## src/rtl/core/vpw_pkg.sv

```systemverilog
// Shared constants, types and helpers for the vertex projection block.
package vpw_pkg;

	localparam int FRAC_BITS = 16;
	localparam logic signed [31:0] ONE_FX = 32'sd1 <<< FRAC_BITS;

	typedef enum logic [1:0] {
		OP_LOAD_MODEL = 2'd0,
		OP_LOAD_PROJ  = 2'd1,
		OP_PROJECT    = 2'd2,
		OP_NONE       = 2'd3
	} op_t;

	localparam logic [1:0] REG_VP_X = 2'd0;
	localparam logic [1:0] REG_VP_Y = 2'd1;
	localparam logic [1:0] REG_VP_W = 2'd2;
	localparam logic [1:0] REG_VP_H = 2'd3;

	// Saturate a wide signed value to 32 bits.
	function automatic logic signed [31:0] sat32(input logic signed [79:0] v);
		logic signed [79:0] hi;
		logic signed [79:0] lo;
		hi = 80'sd2147483647;
		lo = -80'sd2147483648;
		if (v > hi) return 32'sh7FFFFFFF;
		else if (v < lo) return 32'sh80000000;
		else return v[31:0];
	endfunction

	// Divider request and response between the top level and the divider.
	typedef struct packed {
		logic start;
		logic signed [31:0] num;
		logic signed [31:0] den;
	} div_req_t;

	typedef struct packed {
		logic done;
		logic signed [31:0] quot;
	} div_rsp_t;

endpackage

```

## src/rtl/core/vpw_div.sv

```systemverilog
// Restoring divider: (num * one) / den, truncated toward zero, saturated to 32 bits.
module vpw_div import vpw_pkg::*; (
	input  logic     clk,
	input  logic     arst_n,
	input  div_req_t req,
	output div_rsp_t rsp
);

	localparam int NW = 32 + FRAC_BITS;

	logic [NW-1:0] num_q;
	logic [32:0]   rem_q;
	logic [31:0]   den_q;
	logic          neg_q;
	logic          busy_q;
	logic [5:0]    cnt_q;
	logic [33:0]   trial;
	logic [32:0]   shifted;
	logic [NW-1:0] un;
	logic signed [79:0] sq;

	assign un = req.num[31] ? NW'(-(64'(signed'(req.num)) <<< FRAC_BITS))
	                        : NW'(64'(signed'(req.num)) <<< FRAC_BITS);
	assign shifted = {rem_q[31:0], num_q[NW-1]};
	assign trial = {1'b0, shifted} - {2'b0, den_q};
	assign sq = neg_q ? -80'(signed'({1'b0, num_q})) : 80'(signed'({1'b0, num_q}));

	always_ff @(posedge clk or negedge arst_n) begin
		if (!arst_n) begin
			busy_q   <= 1'b0;
			cnt_q    <= '0;
			rsp.done <= 1'b0;
		end else begin
			rsp.done <= 1'b0;
			if (req.start) begin
				num_q  <= un;
				rem_q  <= '0;
				den_q  <= req.den[31] ? 32'(-33'(signed'(req.den))) : req.den;
				neg_q  <= req.num[31] ^ req.den[31];
				busy_q <= 1'b1;
				cnt_q  <= '0;
			end else if (busy_q) begin
				// one quotient bit a cycle, shifted in at the bottom of num_q
				if (!trial[33]) begin
					rem_q <= trial[32:0];
					num_q <= {num_q[NW-2:0], 1'b1};
				end else begin
					rem_q <= shifted;
					num_q <= {num_q[NW-2:0], 1'b0};
				end
				if (cnt_q == 6'(NW - 1)) busy_q <= 1'b0;
				cnt_q <= cnt_q + 6'd1;
			end else if (cnt_q == 6'(NW)) begin
				rsp.quot <= sat32(sq);
				rsp.done <= 1'b1;
				cnt_q    <= '0;
			end
		end
	end

endmodule

```

## config.mk

```make
export PLATFORM = sky130hd
export DESIGN_NAME = vpw_div
export DESIGN_NICKNAME = d
export VERILOG_FILES = /design/src/rtl/core/vpw_pkg.sv /design/src/rtl/core/vpw_div.sv
export SDC_FILE = /design/constraint.sdc
export NUM_CORES = 1
export LEC_CHECK = 0
export ABC_AREA = 1
export BUFFER_PORTS_ARGS = -buffer_cell sky130_fd_sc_hd__buf_2
export CORE_MARGIN = 1
export CORE_UTILIZATION = 45
export CTS_CLUSTER_DIAMETER = 30
export DETAILED_ROUTE_END_ITERATION = 12
export GPL_ROUTABILITY_DRIVEN = 1
export PLACE_DENSITY_LB_ADDON = 0.05
export SLEW_MARGIN = 10
export SYNTH_ARGS = -nofsm -noshare
export SYNTH_HDL_FRONTEND = slang
export SYNTH_SLANG_ARGS = --single-unit
```

## constraint.sdc

```tcl
create_clock -name clk -period 9.8 [get_ports clk]
set_input_delay 2.45 -clock clk [delete_from_list [all_inputs] [get_ports clk]]
set_output_delay 2.45 -clock clk [all_outputs]
set_load 0.02 [all_outputs]
```

# Word-level counts from Yosys, hierarchy flattened
# Index checks and enable logic that the tools add are counted.
dict set report classes {
  add_sub_neg 5
  order_cmp 2
  n_eq_ne 2
  n_mux 19
  bitwise 3
  n_reduce_logical 5
}
# operator count
set ops {}
lappend ops {{33-bit two-way mux} 5}
lappend ops {{48-bit two-way mux} 3}
lappend ops {{80-bit by 32-bit greater-than comparator with 1-bit output, second input constant} 1}
lappend ops {{80-bit by 32-bit less-than comparator with 1-bit output, second input constant} 1}
lappend ops {{80-bit two-way mux} 1}
lappend ops {{48-bit negation with 80-bit output} 1}
lappend ops {{32-bit two-way mux} 2}
lappend ops {{48-bit negation} 1}
lappend ops {{33-bit by 32-bit subtractor with 34-bit output} 1}
lappend ops {{32-bit negation} 1}
lappend ops {{31-bit two-way mux} 1}
lappend ops {{6-bit two-way mux} 3}
lappend ops {{6-bit equality test, second input constant} 2}
lappend ops {{6-bit by 1-bit adder with 6-bit output, second input constant} 1}
lappend ops {{1-bit two-way mux} 4}
lappend ops {{2-bit AND reduction} 2}
lappend ops {{4-bit AND reduction} 1}
lappend ops {{3-bit nonzero test} 1}
lappend ops {{1-bit NOT} 2}
lappend ops {{2-bit nonzero test} 1}
lappend ops {{1-bit bitwise XOR} 1}
dict set report totals {
  reg_bits 154
  elab_cells 45
}

# Longest topological paths before layout
dict set report depth {
  word_depth 8
  ltp_mapped 18
  mapped_depth_nobuf 17
}

# Worst setup path before layout
# OpenSTA, ideal clock, no wires.
dict set report synth_timing {
  kind {input-to-reg}
  startpoint {input req[64] in the netlist's numbering}
  endpoint {register rsp[0] in the netlist's numbering (enable)}
  setup_ns 0.461
  arrival_ns 5.192
  slack_ns 4.147
  path_stages 4
  n_path_buf 1
  cell_sequence {clkbuf_1 -> nor2_1 -> inv_1 -> nor3_1}
}
dict set report synth_via {
  elab_chain_cells 2
}
# item line_no
set synth_lines {}
lappend synth_lines {{start, declared} vpw_div.sv:5} ;# input div_req_t req,
lappend synth_lines {{1-bit NOT (no source line)} n/a}
lappend synth_lines {{4-bit AND reduction (no source line)} n/a}
lappend synth_lines {{end, declared} vpw_div.sv:6} ;# output div_rsp_t rsp
# No other way between the ends.
# A chain may end at the register's enable or synchronous reset.

# Worst setup path after layout
dict set report layout_timing {
  startpoint {input req[64] in the netlist's numbering}
  endpoint {register num_q[30] (enable)}
}
dict set report layout_via {
  elab_chain_cells 2
}
# item line_no
set layout_lines {}
lappend layout_lines {{2-bit nonzero test (no source line)} n/a}
lappend layout_lines {{2-bit AND reduction (no source line)} n/a}
lappend layout_lines {{end signal, assigned} vpw_div.sv:36} ;# num_q <= un;
lappend layout_lines {{end signal, assigned} vpw_div.sv:46} ;# num_q <= {num_q[NW-2:0], 1'b1};
lappend layout_lines {{end signal, assigned} vpw_div.sv:49} ;# num_q <= {num_q[NW-2:0], 1'b0};
lappend layout_lines {{end, declared} vpw_div.sv:11} ;# logic [NW-1:0] num_q;
# No other way between the ends.

==> impl_metrics.tcl <==
set metrics [dict create \
    initial_core_util 0.457 \
    max_freq_mhz 251 \
    ios 100 \
    ff_latch_area_sq_um 4550 \
    skew_ns 0.0129 \
    ys.flop_type "edfxtp_1" \
    core_area_sq_um 25000 \
    yosysSeqAreaShare 0.398 \
    cp_max_fo 53 \
    diodes 0 \
    ys_top_cells_by_area "edfxtp_1 (38%), nand2_1 (14%), nor2_1 (6.3%), inv_1 (6.0%), xor2_1 (5.5%)" \
    avgRoutedWirePerCell_um 15.4 \
    critPathKind "in -> reg" \
    cts_buffers 17 \
    p_leak_nw 5.68 \
    finalSetupViolCount 0 \
    drive_gt1_frac 0.112 \
    cts_buffer_depth 2 \
    hold_viol 0 \
    synth_top_area_cell "edfxtp_1" \
    critPathLaunchType "input pin" \
    cts_hold_buf 0 \
    ys_ff_latch 153 \
    fin_setup_tns_ns 0 \
    netlist_instances 1544 \
    outcome "complete, but fails checks" \
    dieArea_sq_um 26100 \
    yosysUniqueCellTypes 45 \
    maxCapViolCount 0 \
    powerDensity_nw_per_um2 163 \
    min_period_over_period 0.407 \
    grt_pass1_vias 9216 \
    antenna_found_initial 0 \
    die_h_um 162 \
    synthTopCellsByCount "nand2_1 (420), nor2_1 (192), inv_1 (184), edfxtp_1 (145), o21ai_0 (115)" \
    slew_headroom 0.225 \
    yosysTopAreaCellShare 0.380 \
    die_w_um 162 \
    cts_tree "yes" \
    syn-cell-area_sq_um 11400 \
    io_buffers 99 \
    async_flop_share 0.0523 \
    cts-root-buf "clkbuf_16" \
    placedCellCount 1942 \
    grt_pass1_wl_um 49100 \
    syn-num-nets 1649 \
    crit_path_end "num_q[30]" \
    grt_max_degree 63 \
    min_path_type "reg -> reg" \
    fin_cells 1974 \
    dp_hpwl_um 23100 \
    r2r_cells 14 \
    overflow 0 \
    worstReg2RegEnd "rem_q[30]" \
    cp_data_arrival_time_ns 4.04 \
    first_iter_violations 840 \
    post_cts_resized 0 \
    synth.most_common_cell "nand2_1" \
    ir_worst_vdd_v 0.0000939 \
    fin_nets 1736 \
    worstPathRequired_ns 9.86 \
    multi_input_area_sq_um 6010 \
    syn_area_per_cell_sq_um 7.41 \
    clock_latency_ns 0.43 \
    tightest_slew_ns 1.16 \
    rsz0062_at_grt "false" \
    htreeDepth 4 \
    clock-sinks 153 \
    fin_crit_ns 3.99 \
    r2r-start "num_q[47]" \
    cp-end-kind "flop" \
    antenna_left 0 \
    wl_um 30300 \
    clk_pin_slew_ns 0.07 \
    via_count 10234 \
    rows 58 \
    yosys_warnings 0 \
    drc 2 \
    vias_per_cell 5.18 \
    nFillCells 2552 \
    reg2reg_slack_ns 6.53 \
    area_growth_pct 12.4 \
    startpoint "req[64]" \
    final-max-slew-violation-count 0 \
    dr.pass1.iters 9 \
    synth_edf_count 145 \
    violations "design-rule violations" \
    track_usage 0.238 \
    cts_setup_buffers 0 \
    gp_congestion 0.922 \
]
cells by family (layout without fill, tap and decap cells):
kind of cell,Yosys count,count (layout),synth area share
simple gates,804,804,0.298
buf+inv,226,326,0.0791
compound gates,224,224,0.107
flops,153,153,0.398
xor+xnor,99,99,0.0757
fa+ha+maj,38,38,0.0422
worst min path at each step:
stage,startpoint,end,slack (ns),cells after the start
global placement,rem_q[15],rem_q[15],0.57,2
detailed placement,rem_q[15],rem_q[15],0.57,2
CTS,rem_q[15],rem_q[15],0.59,2
finish,rem_q[15],rem_q[15],0.60,2
global route,rem_q[7],rem_q[7],0.63,2
floorplan,num_q[0],rsp[0],0.51,2
where the power goes:
group	leakage (nW)	internal [W]	total, W	switching, W
registers	1.50	0.000783	0.000826	0.0000432
clock network	0.307	0.000415	0.000724	0.000310
logic	3.87	0.000192	0.000552	0.000360
total	5.68	0.00139	0.00210	0.000713
placed cells by master, fill, tap and decap left out, types with 3 or more instances in the layout:
cell,netlist,final
nand2_1,420,420
nor2_1,192,190
inv_1,184,184
edfxtp_1,145,145
o21ai_0,115,115
buf_2,10,99
nand3_1,97,96
xor2_1,72,72
a21oi_1,61,61
ha_1,37,37
nand4_1,27,27
xnor2_1,27,27
nor3_1,20,19
clkbuf_16,0,17
o211ai_1,13,13
nor2_2,10,11
or2_2,9,9
a31oi_1,9,9
buf_4,0,9
dfrtp_1,8,8
nand2_2,6,6
nand3_2,5,6
inv_8,0,6
nor4_1,5,5
o21ai_1,5,5
nor2_4,3,4
nand3b_1,4,4
o21bai_1,4,4
nor3_2,2,3
o31ai_1,3,3
a21o_1,3,3
bufinv_16,0,3
inv_6,0,3
layer usage:
layer | vias up | routed length [um] | GRT usage
met2 | 263 | 12100 | 0.333
met4 | 0 | 296 | 0.0502
li1 | 5270 | - | -
met5 | - | 0 | 0
met1 | 4683 | 16300 | 0.384
met3 | 18 | 1570 | 0.0311
worst max-delay path, cell delays in order:
cell    delay, ns
buf_2        0.07
buf_4        0.47
nor2_2       0.07
buf_4        0.29
nor2_4       0.12
buf_4        0.52
per-stage QoR:
step           area, sq um  worst slack, ns  utilization  power (W)  hold WS [ns]
6_report             12900             5.81        0.514    0.00210         0.597
5_1_grt              12900             5.64        0.514    0.00222         0.628
4_1_cts              12900             5.82        0.514    0.00211         0.590
3_5_place_dp         12200             5.37        0.489    0.00139         0.570
3_3_place_gp         12200             5.39        0.489    0.00138         0.572
2_1_floorplan        11400             4.15            -    0.00123         0.513
area by class of cell:
class / count / area share
multi-input combinational: 1165 / 0.467
sequential: 153 / 0.354
inverter: 186 / 0.0543
tap: 330 / 0.0321
timing repair buffer: 108 / 0.0438
clock buffer: 18 / 0.0334
clock inverter: 14 / 0.0156
flip-flops by register name, summed over array words and instances, names as in the netlist:
register,cells
neg_q,1
den_q,32
busy_q,1
num_q,48
rsp,33
cnt_q,6
rem_q,32
Power figures use the tool's default switching activity.
